`config.mk`:
```
export PLATFORM = sky130hd
export DESIGN_NAME = time_period_coalescer
export DESIGN_NICKNAME = d
export VERILOG_FILES = /design/src/sv/tpc_pkg.sv /design/src/sv/time_period_coalescer.sv /design/src/sv/tpc_cfg_regs.sv /design/src/sv/tpc_merge_core.sv
export SDC_FILE = /design/constraint.sdc
export NUM_CORES = 2
export LEC_CHECK = 0
export BUFFER_PORTS_ARGS = -buffer_cell sky130_fd_sc_hd__buf_2
export CAP_MARGIN = 5
export CORE_ASPECT_RATIO = 0.75
export CORE_MARGIN = 4
export CORE_UTILIZATION = 32
export CTS_CLUSTER_DIAMETER = 200
export DETAILED_ROUTE_END_ITERATION = 8
export PLACE_DENSITY_LB_ADDON = 0.1
export SKIP_LAST_GASP = 1
export SLEW_MARGIN = 10
export SYNTH_ARGS = -nofsm -noshare
export SYNTH_HDL_FRONTEND = slang
export SYNTH_HIERARCHICAL = 1
export SYNTH_SLANG_ARGS = --single-unit
```
`constraint.sdc`:
```
create_clock -name i_clk -period 11.3 [get_ports i_clk]
set_input_delay 2.26 -clock i_clk [delete_from_list [all_inputs] [get_ports i_clk]]
set_output_delay 2.26 -clock i_clk [all_outputs]
set_load 0.1 [all_outputs]
```
`src/sv/tpc_pkg.sv`:
```
// Shared types and constants for the time period coalescer.
package tpc_pkg;

    localparam int unsigned TIME_W   = 48;
    localparam int unsigned DUR_W    = 16;
    localparam int unsigned GAP_W    = 32;
    localparam int unsigned LIMIT_W  = 16;
    localparam int unsigned CFG_IDX_W = 3;

    localparam logic [CFG_IDX_W-1:0] REG_WINDOW_START  = 3'd0;
    localparam logic [CFG_IDX_W-1:0] REG_WINDOW_END    = 3'd1;
    localparam logic [CFG_IDX_W-1:0] REG_GAP_TOLERANCE = 3'd2;
    localparam logic [CFG_IDX_W-1:0] REG_PERIOD_LIMIT  = 3'd3;
    localparam logic [CFG_IDX_W-1:0] REG_DESCENDING    = 3'd4;
    localparam logic [CFG_IDX_W-1:0] REG_UNORDERED     = 3'd5;

    localparam logic [TIME_W-1:0]  TIME_MAX  = {TIME_W{1'b1}};
    localparam logic [LIMIT_W-1:0] COUNT_MAX = {LIMIT_W{1'b1}};

    localparam logic REQ_RECORD = 1'b0;
    localparam logic REQ_FLUSH  = 1'b1;

    typedef struct packed {
        logic [TIME_W-1:0]  window_start;
        logic [TIME_W-1:0]  window_end;
        logic [GAP_W-1:0]   gap_tolerance;
        logic [LIMIT_W-1:0] period_limit;
        logic               descending;
        logic               unordered;
    } t_cfg;

    typedef struct packed {
        logic [TIME_W-1:0]  open_start;
        logic [TIME_W-1:0]  open_length;
        logic               open_valid;
        logic [LIMIT_W-1:0] period_count;
        logic               stopped;
    } t_state;

    typedef struct packed {
        logic               req_type;
        logic [TIME_W-1:0]  start_ms;
        logic [DUR_W-1:0]   duration_ms;
    } t_item;

    typedef struct packed {
        logic [TIME_W-1:0]  period_start;
        logic [TIME_W-1:0]  period_length;
        logic               from_flush;
        logic               limit_hit;
    } t_result;

endpackage

```
`src/sv/time_period_coalescer.sv`:
```
// Top level of the time period coalescer: input stage, open period state, result stage.
//
// Input words arrive on the s_axis channel: tdata carries start_ms and
// duration_ms, tuser carries req_type (0 record, 1 flush). Each word is
// registered, then merged combinationally against the single open period, and
// a finished period, when there is one, lands in the result register that
// drives the m_axis channel (tdata: period_start, period_length; tuser:
// from_flush, limit_hit).
// Each word is registered in the input stage and its result in the result
// register. Throughput is one word per cycle unless the receiver stalls
// while both stages are full.
// A record that merges, is out of window or arrives while stopped, and a
// flush with no open period, give no result.
// When the receiver stalls, the result register holds and the input stage
// holds its word; s_axis_tready drops only while both are full.
// Synchronous active-low reset clears the stages, the open period and the
// configuration registers to their defaults. Write configuration through the
// i_cfg_* port only while the block is idle.
module time_period_coalescer (
    input  logic                          i_clk,
    input  logic                          i_rst_n,
    input  logic                          i_cfg_wr_en,
    input  logic [tpc_pkg::CFG_IDX_W-1:0] i_cfg_index,
    input  logic [tpc_pkg::TIME_W-1:0]    i_cfg_wdata,
    input  logic                          s_axis_tvalid,
    output logic                          s_axis_tready,
    input  logic [63:0]                   s_axis_tdata,  // start_ms[47:0], duration_ms[63:48]
    input  logic                          s_axis_tuser,  // req_type
    output logic                          m_axis_tvalid,
    input  logic                          m_axis_tready,
    output logic [95:0]                   m_axis_tdata,  // period_start[47:0], period_length[95:48]
    output logic [1:0]                    m_axis_tuser   // from_flush[0], limit_hit[1]
);

    tpc_pkg::t_cfg    cfg;
    tpc_pkg::t_state  r_state;
    tpc_pkg::t_state  n_state;
    tpc_pkg::t_item   r_item;
    tpc_pkg::t_result r_result;
    tpc_pkg::t_result core_result;
    logic             r_in_valid;
    logic             r_out_valid;
    logic             core_emit;
    logic             advance;

    tpc_cfg_regs u_cfg (
        .i_clk       (i_clk),
        .i_rst_n     (i_rst_n),
        .i_cfg_wr_en (i_cfg_wr_en),
        .i_cfg_index (i_cfg_index),
        .i_cfg_wdata (i_cfg_wdata),
        .o_cfg       (cfg)
    );

    tpc_merge_core u_core (
        .i_cfg    (cfg),
        .i_state  (r_state),
        .i_item   (r_item),
        .o_state  (n_state),
        .o_emit   (core_emit),
        .o_result (core_result)
    );

    assign advance       = r_in_valid && (!r_out_valid || m_axis_tready);
    assign s_axis_tready = !r_in_valid || advance;

    always_ff @(posedge i_clk) begin
        if (!i_rst_n) begin
            r_in_valid <= 1'b0;
        end else if (s_axis_tready) begin
            r_in_valid <= s_axis_tvalid;
        end
    end

    always_ff @(posedge i_clk) begin
        if (s_axis_tready && s_axis_tvalid) begin
            r_item.req_type    <= s_axis_tuser;
            r_item.start_ms    <= s_axis_tdata[47:0];
            r_item.duration_ms <= s_axis_tdata[63:48];
        end
    end

    always_ff @(posedge i_clk) begin
        if (!i_rst_n) begin
            r_state <= '0;
        end else if (advance) begin
            r_state <= n_state;
        end
    end

    always_ff @(posedge i_clk) begin
        if (!i_rst_n) begin
            r_out_valid <= 1'b0;
        end else if (advance) begin
            r_out_valid <= core_emit;
        end else if (m_axis_tready) begin
            r_out_valid <= 1'b0;
        end
    end

    always_ff @(posedge i_clk) begin
        if (advance && core_emit) begin
            r_result <= core_result;
        end
    end

    assign m_axis_tvalid = r_out_valid;
    assign m_axis_tdata  = {r_result.period_length, r_result.period_start};
    assign m_axis_tuser  = {r_result.limit_hit, r_result.from_flush};

    a_stall_only_when_full: assert property (@(posedge i_clk) disable iff (!i_rst_n)
        !s_axis_tready |-> (r_in_valid && r_out_valid && !m_axis_tready))
        else $error("input stalled while a stage is free");

    a_flags_exclusive: assert property (@(posedge i_clk) disable iff (!i_rst_n)
        m_axis_tvalid |-> !(m_axis_tuser[0] && m_axis_tuser[1]))
        else $error("result marked both flush and limit");

    a_limit_stops: assert property (@(posedge i_clk) disable iff (!i_rst_n)
        (advance && core_emit && core_result.limit_hit)
        |=> (r_state.stopped && !r_state.open_valid))
        else $error("limit result did not stop processing");

    a_flush_clears: assert property (@(posedge i_clk) disable iff (!i_rst_n)
        (advance && (r_item.req_type == tpc_pkg::REQ_FLUSH))
        |=> (r_state.period_count == '0 && !r_state.stopped && !r_state.open_valid))
        else $error("flush did not clear the run");

endmodule

```
`src/sv/tpc_cfg_regs.sv`:
```
// Configuration register file of the time period coalescer.
module tpc_cfg_regs (
    input  logic                           i_clk,
    input  logic                           i_rst_n,
    input  logic                           i_cfg_wr_en,
    input  logic [tpc_pkg::CFG_IDX_W-1:0]  i_cfg_index,
    input  logic [tpc_pkg::TIME_W-1:0]     i_cfg_wdata,
    output tpc_pkg::t_cfg                  o_cfg
);

    tpc_pkg::t_cfg r_cfg;
    tpc_pkg::t_cfg n_cfg;

    always_comb begin
        n_cfg = r_cfg;
        if (i_cfg_wr_en) begin
            case (i_cfg_index)
                tpc_pkg::REG_WINDOW_START:  n_cfg.window_start  = i_cfg_wdata;
                tpc_pkg::REG_WINDOW_END:    n_cfg.window_end    = i_cfg_wdata;
                tpc_pkg::REG_GAP_TOLERANCE:
                    n_cfg.gap_tolerance = i_cfg_wdata[tpc_pkg::GAP_W-1:0];
                tpc_pkg::REG_PERIOD_LIMIT:
                    n_cfg.period_limit  = i_cfg_wdata[tpc_pkg::LIMIT_W-1:0];
                tpc_pkg::REG_DESCENDING:    n_cfg.descending    = i_cfg_wdata[0];
                tpc_pkg::REG_UNORDERED:     n_cfg.unordered     = i_cfg_wdata[0];
                default: ;
            endcase
        end
    end

    always_ff @(posedge i_clk) begin
        if (!i_rst_n) begin
            r_cfg.window_start  <= '0;
            r_cfg.window_end    <= tpc_pkg::TIME_MAX;
            r_cfg.gap_tolerance <= '0;
            r_cfg.period_limit  <= '0;
            r_cfg.descending    <= 1'b0;
            r_cfg.unordered     <= 1'b0;
        end else begin
            r_cfg <= n_cfg;
        end
    end

    assign o_cfg = r_cfg;

endmodule

```
`src/sv/tpc_merge_core.sv`:
```
// Combinational merge decision and next open period for one word.
module tpc_merge_core (
    input  tpc_pkg::t_cfg     i_cfg,
    input  tpc_pkg::t_state   i_state,
    input  tpc_pkg::t_item    i_item,
    output tpc_pkg::t_state   o_state,
    output logic              o_emit,
    output tpc_pkg::t_result  o_result
);

    localparam int unsigned W1 = tpc_pkg::TIME_W + 1;
    localparam int unsigned W2 = tpc_pkg::TIME_W + 2;

    logic [W1-1:0] rec_end;
    logic [W1-1:0] open_end;
    logic [W2-1:0] rec_end_gap;
    logic [W2-1:0] open_end_gap;
    logic [tpc_pkg::TIME_W-1:0] new_start;
    logic [W1-1:0] desc_len;
    logic [W1-1:0] asc_len;
    logic          in_window;
    logic          merge;
    logic          limit_reached;
    logic [tpc_pkg::LIMIT_W-1:0] count_inc;

    always_comb begin
        rec_end      = {1'b0, i_item.start_ms} + W1'(i_item.duration_ms);
        open_end     = {1'b0, i_state.open_start} + {1'b0, i_state.open_length};
        rec_end_gap  = {1'b0, rec_end} + W2'(i_cfg.gap_tolerance);
        open_end_gap = {1'b0, open_end} + W2'(i_cfg.gap_tolerance);
        in_window    = (i_item.start_ms <= i_cfg.window_end)
                    && (rec_end >= {1'b0, i_cfg.window_start});

        if (i_cfg.descending) begin
            merge = rec_end_gap >= W2'(i_state.open_start);
            if (i_cfg.unordered && (i_item.start_ms > i_state.open_start)) begin
                merge = 1'b0;
            end
        end else begin
            merge = W2'(i_item.start_ms) <= open_end_gap;
            if (i_cfg.unordered && (i_item.start_ms < i_state.open_start)) begin
                merge = 1'b0;
            end
        end

        new_start = (i_item.start_ms < i_state.open_start) ? i_item.start_ms
                                                           : i_state.open_start;
        desc_len  = open_end - {1'b0, new_start};
        asc_len   = rec_end - {1'b0, i_state.open_start};

        limit_reached = !i_cfg.unordered && (i_cfg.period_limit != '0)
                     && (i_state.period_count >= i_cfg.period_limit);
        count_inc = (i_state.period_count < tpc_pkg::COUNT_MAX)
                  ? i_state.period_count + 1'b1 : i_state.period_count;

        o_state  = i_state;
        o_emit   = 1'b0;
        o_result.period_start  = i_state.open_start;
        o_result.period_length = i_state.open_length;
        o_result.from_flush    = 1'b0;
        o_result.limit_hit     = 1'b0;

        if (i_item.req_type == tpc_pkg::REQ_FLUSH) begin
            o_emit              = i_state.open_valid;
            o_result.from_flush = 1'b1;
            o_state.open_valid   = 1'b0;
            o_state.period_count = '0;
            o_state.stopped      = 1'b0;
        end else if (!i_state.stopped && in_window) begin
            if (!i_state.open_valid) begin
                o_state.open_start   = i_item.start_ms;
                o_state.open_length  = tpc_pkg::TIME_W'(i_item.duration_ms);
                o_state.open_valid   = 1'b1;
                o_state.period_count = count_inc;
            end else if (merge) begin
                if (i_cfg.descending) begin
                    o_state.open_start  = new_start;
                    o_state.open_length = desc_len[tpc_pkg::TIME_W]
                                        ? tpc_pkg::TIME_MAX
                                        : desc_len[tpc_pkg::TIME_W-1:0];
                end else if (rec_end > open_end) begin
                    o_state.open_length = asc_len[tpc_pkg::TIME_W]
                                        ? tpc_pkg::TIME_MAX
                                        : asc_len[tpc_pkg::TIME_W-1:0];
                end
            end else if (limit_reached) begin
                o_emit             = 1'b1;
                o_result.limit_hit = 1'b1;
                o_state.open_valid = 1'b0;
                o_state.stopped    = 1'b1;
            end else begin
                o_emit               = 1'b1;
                o_state.open_start   = i_item.start_ms;
                o_state.open_length  = tpc_pkg::TIME_W'(i_item.duration_ms);
                o_state.period_count = count_inc;
            end
        end
    end

endmodule
```
# Yosys cells after proc, flatten, opt, wreduce, memory -nomap -nowiden
# Cells that the tools add are included.
# totals
regBits	425
input_bits	121
output_inout_bits	100
# op_classes
addsub	7
n_lt_le_gt_ge	9
n_eq_ne	11
n_mux	28
bitwise_logic	3
reduce_logical	33
# op_table
operator	n
$mux W48	6
$mux W96	2
$mux W113	1
$add A49 B32 Y50	2
$sub A49 B48 Y49	2
$mux W18	3
$ge A50 B48 Y1	1
$le A48 B50 Y1	1
$add A48 B16 Y49	1
$add A48 B48 Y49	1
$ge A49 B48 Y1	1
$gt A49 B49 Y1	1
$gt A48 B48 Y1	1
$le A48 B48 Y1	1
$lt A48 B48 Y1	1
$mux W16	2
$add A16 B1 Y16 const B	1
$ge A16 B16 Y1	1
$lt A16 B16 Y1 const B	1
$reduce_bool A16 Y1	1
$reduce_and A5 Y1	3
$mux W1	14
$reduce_and A2 Y1	7
$logic_and A1 B1 Y1	9
14 further kinds	27

# Logic depth before layout (Yosys ltp)
# depth
depth_word	10
ltp_mapped	44

# By module
# The synthesis kept the hierarchy.
# by_module_without_submodules
module	instances	cells_each	area_per_inst_um2	seq_area_each_um2
tpc_merge_core	1	3374	24457.2	0.0
time_period_coalescer	1	670	9525.4	7216.9
tpc_cfg_regs	1	584	5858.1	2922.8

# Worst setup path after synthesis
# Ideal clock, no wire load.
# synth_path
path_type	register -> register
startpoint	register r_item[19] in the netlist's numbering
endpoint	register r_result (netlist bit m_axis_tdata[0]) (enable)
setup_ns	0.557
arrival_ns	11.349
t_required_ns	10.743
slack_ns	-0.606
stages_incl_launch_ff	42
path_buffers	2
period_less_slack_ns	11.906
cell_sequence	edfxtp_1 > ha_1 > o211ai_1 > a21oi_1 > o41a_1 > o31a_1 > a21oi_1 > o21ai_0 > a21o_1 > a21o_1 > nand2_1 > xnor2_1 > ha_1 > a2111oi_0 > o21ai_0 > nand4_1 > o21a_1 > a31o_2 > [6 not listed] > ha_1 > a21o_1 > a21o_1 > a21oi_1 > nor2b_1 > o21ai_0 > nand2b_1 > a21o_1 > a21oi_1 > o211ai_1 > a22oi_1 > or3_4 > buf_6 > clkbuf_1 > a21oi_1 > nor2_1 > nand2_1 > nor2_1
# synth_via
elab_chain_len	10
elab_cells_between_ends	20
# synth_rtl
element	line	source
from (decl)	time_period_coalescer.sv:38	tpc_pkg::t_item r_item;
$add A48 B16 Y49	tpc_merge_core.sv:27	rec_end = {1'b0, i_item.start_ms} + W1'(i_item.duration_ms);
$add A49 B32 Y50	tpc_merge_core.sv:29	rec_end_gap = {1'b0, rec_end} + W2'(i_cfg.gap_tolerance);
$ge A50 B48 Y1	tpc_merge_core.sv:35	merge = rec_end_gap >= W2'(i_state.open_start);
$mux W1	tpc_merge_core.sv:36	if (i_cfg.unordered && (i_item.start_ms > i_state.open_start)) begin
$mux W1	tpc_merge_core.sv:34	if (i_cfg.descending) begin
$mux W1	tpc_merge_core.sv:75	end else if (merge) begin
$mux W1	tpc_merge_core.sv:70	if (!i_state.open_valid) begin
$mux W1 (*)	tpc_merge_core.sv:69	end else if (!i_state.stopped && in_window) begin
$mux W1 (*)	tpc_merge_core.sv:63	if (i_item.req_type == tpc_pkg::REQ_FLUSH) begin
named net core_emit	time_period_coalescer.sv:43	logic core_emit;
$logic_and A1 B1 Y1 (*)	time_period_coalescer.sv:102	if (advance && core_emit) begin
to (signal assigned)	time_period_coalescer.sv:103	r_result <= core_result;
to (decl)	time_period_coalescer.sv:39	tpc_pkg::t_result r_result;
# Mark *: on every way through the listed nets, which the timed path passes. The rest lies on a longest branch.
# A chain may end at the register's enable or synchronous reset.

# Final worst setup path
# layout_path
startpoint	register r_item[22] in the netlist's numbering
endpoint	register r_state[113] in the netlist's numbering
# layout_via
elab_chain_len	7
elab_cells_between_ends	22
# layout_rtl
element	line	source
$add A48 B16 Y49	tpc_merge_core.sv:27	
$add A49 B32 Y50	tpc_merge_core.sv:29	
$ge A50 B48 Y1	tpc_merge_core.sv:35	
$mux W1	tpc_merge_core.sv:36	
$mux W1	tpc_merge_core.sv:34	
$ne A3 B2 Y1 (no source line) (tied with other cells)	--	
$reduce_and A5 Y1 (no source line) or $mux W113 (tied branches)	--	
to (signal assigned)	time_period_coalescer.sv:87	r_state <= n_state;
to (decl)	time_period_coalescer.sv:36	tpc_pkg::t_state r_state;
# Several ways; a longest one is shown, not always the timed one. The select of a mux whose other input is x is not followed.

==> out/metrics.cfg <==
[synthesis]
synth_cell_types=108
ys_seq_elements=425
synth_edf_count=163
seq_area_frac_synth_pct=25.45
syn-num-nets=5286
ys_warn_count=6
ys_top_cells_by_area=ha_1 (17%), dfxtp_1 (13%), edfxtp_1 (12%)
yosysTopAreaCell=ha_1
async_reset_ff_share_pct=0
synth_top_area_share_pct=16.68
syn_inst=4628
syn_avg_cell_area_um2=8.609
syn_area_um2=39840
synthFlopType=dfxtp_1

[critical_path]
end_kind=flop
r2r-start=r_item[22]
crit_top_cell=nor2_1
ff2ff_path_depth=39
required_ns=11.79
cp_max_fo=30
cp.arrival_ns=11.05
r2r_slack_ns=0.74
crit_type=flop to flop
cp-start-kind=flop
cpMaxStageDelayCell=or3_4
critPathMaxStageDelay_ns=0.59
r2r_end=r_state[113]

[power]
ir_worst_vdd_v=0.0001020
p_total_mw=5.360
power.density_nw_per_um2=121.1
leakagePower_nw=19.48

[status]
outcome=finished, final reports clean

[routing]
drc=0
wl_mm=150.3
viasPerCell=5.318
wl_per_cell_um=23.26
ant_nets=0
drtPass1Iterations=6
vias=34368
drtIter0Drc=3263

[min_path]
hold_path.class=flop to flop
hp-start=u_cfg/o_cfg[101]
min_path_cells=2
hold-path-endpoint=u_cfg/o_cfg[101]

[die]
initial_core_util_pct=32.41
dieArea_um2=130300
ioPinCount=221
die_h_um=313.6
rows=111
core_area_um2=122900
die_w_um=415.4

[timing]
maxSlewHeadroom_pct=14.92
setup-tns-final_ns=0
hold_viol=0
slew_viol_final=0
period_share_pct=93.45
final.min_clock_period_ns=10.56
setup_violations=0
max_freq_mhz=94.70
tightest_slew_ns=1.244
fin_skew_ns=0.03632
rsz0062_at_grt=false
hold_ws_ns=0.4571
fin_ws_ns=0.7404

[global_routing]
first_global_vias=31873
grt_max_degree=113
grtUsageTotal_pct=22.24
overflow=0
grt_pass1_wl_mm=216.8
antenna_found_initial=5

[finish]
synthToLayoutAreaGrowth_pct=11.10
drive_gt1_share_pct=11.64
fin_util_pct=36.01
num-nets-final=5439

[place]
portBuffers=220
hpwl_mm=123.9
gp_congestion=0.9235
pre_cts_slack_ns=-0.009046

[cts]
cts_tree=yes
cts.sinks=425
post-cts-setup-buffers=0
clk_latency_ns=0.63
clk_pin_slew_ns=0.07
clockBufferDepth=3
root_buffer=clkbuf_16
cts_buffers=51
h-tree-depth=2

[run]
cap_violations=0

## cells in the mapped netlist, types with 23 or more instances
| library cell | instances |
|---|---|
| xnor2_1 | 167 |
| clkbuf_1 | 100 |
| o21a_1 | 56 |
| o21ai_0 | 177 |
| dfxtp_1 | 262 |
| a21o_1 | 225 |
| and2_1 | 24 |
| inv_1 | 292 |
| nand2_1 | 579 |
| nand2b_1 | 48 |
| o21bai_1 | 28 |
| nor3_1 | 46 |
| nor2b_1 | 160 |
| o211ai_1 | 23 |
| nand4_1 | 89 |
| and4_1 | 23 |
| a221o_1 | 23 |
| and3_1 | 37 |
| edfxtp_1 | 163 |
| xor2_1 | 92 |
| mux2_4 | 39 |
| nor2_1 | 227 |
| nand3_1 | 83 |
| mux2i_1 | 307 |
| ha_1 | 531 |
| buf_4 | 110 |
| a31oi_1 | 24 |
| a21oi_1 | 311 |
## power by group
part	switching (mW)	leakage, nW	total (mW)	internal (mW)
combinational	1.17	14.9	1.93	0.759
clock	0.708	0.844	1.73	1.02
sequential	0.0682	3.78	1.70	1.63
total	1.95	19.5	5.36	3.41
## state kept, by name, indices dropped and copies added, names as in the netlist
name,count
m_axis_tdata,96
m_axis_tuser,2
m_axis_tvalid,1
r_in_valid,1
r_item,65
r_state,114
u_cfg/o_cfg,146
## logic make-up (layout without fill, tap and decap cells)
group / count (synthesis) / count (layout) / share of synthesized area [%]
mux: 360 / 360 / 9.579
simple gates: 1412 / 1412 / 17.30
fa+ha+maj: 537 / 537 / 16.98
other cells: 0 / 3 / 0
xor+xnor: 262 / 262 / 5.844
compound gates: 1080 / 1080 / 17.96
flops: 425 / 425 / 25.45
buf+inv: 552 / 745 / 6.893
## timing repair
| action | in CTS | in global routing |
|---|---|---|
| resized for setup | 1 | 4 |
| endpoints found under the setup margin | 11 | 77 |
| hold buffers | 0 | 0 |
## stage by stage
stage | instance area [um2] | std cells
after floorplan | 39840 | 4628
after global placement | 42490 | 6366
after detailed placement | 42490 | 6366
after CTS | 44230 | 6459
after global routing | 44250 | 6459
final | 44260 | 6462
## worst max-delay path by stage
stage	slack, ns	endpoint	cells past startpoint	start
floorplan	1.07	m_axis_tdata[0]	41	r_item[19]
detailed placement	-0.009	r_state[113]	39	r_item[22]
CTS	0.34	r_state[113]	39	r_item[22]
global placement	-0.02	r_state[113]	41	r_item[17]
global route	0.05	r_state[113]	39	r_item[22]
finish	0.74	r_state[113]	39	r_item[22]
## placed cells by master (no fill, tap or decap), drive strengths merged, types with 11 or more instances in the layout
cell type	Yosys	layout
nand4	91	91
a21o	225	225
nor2	228	228
o21a	56	56
nand2b	48	48
ha	531	531
and3	37	37
edfxtp	163	163
nand3	85	85
o22ai	18	18
clkinv	1	11
a221oi	12	12
clkbuf	101	70
o31ai	15	15
o21bai	28	28
a31oi	24	24
xnor2	168	168
a21oi	311	311
and2	25	25
a221o	23	23
nor3	49	49
nor4	18	18
a2111oi	14	14
buf	158	359
o21ai	187	187
mux2	53	53
a211oi	30	30
o211ai	24	24
nand2	579	579
dfxtp	262	262
and4	23	23
nor2b	161	161
inv	292	297
or3	19	19
xor2	94	94
mux2i	307	307
## worst max-delay path, delay by kind of cell, from the launching register on
family / cells / cell delay, ns
AO/OA/AOI/OAI: 15 / 3.92
AND/OR/NAND/NOR: 16 / 3.82
adder cells (fa/ha/maj): 3 / 1.07
flip-flops: 1 / 0.55
multiplexers: 2 / 0.44
buffers and inverters: 2 / 0.34
XOR/XNOR: 1 / 0.16
## per-layer routing
layer  share of wire, %  vias to the layer above  track usage, %
li1                   -                    16917               -
met1                 56                    16247           38.03
met2                 35                     1093           27.63
met3                7.2                      111           3.605
met4                1.9                        0           4.295
met5                  0                        -               0
## cell type report
class / instances / area, um2
Timing Repair Buffer: 359 / 2192
Antenna cell: 3 / 7.507
Inverter: 293 / 1100
Multi-Input combinational cell: 3651 / 27040
Sequential cell: 425 / 10140
Clock inverter: 23 / 269.0
Fill cell: 12714 / 78650
Tap cell: 1638 / 2049
Clock buffer: 70 / 1460
No activity file was read; power rests on OpenSTA's default activity.
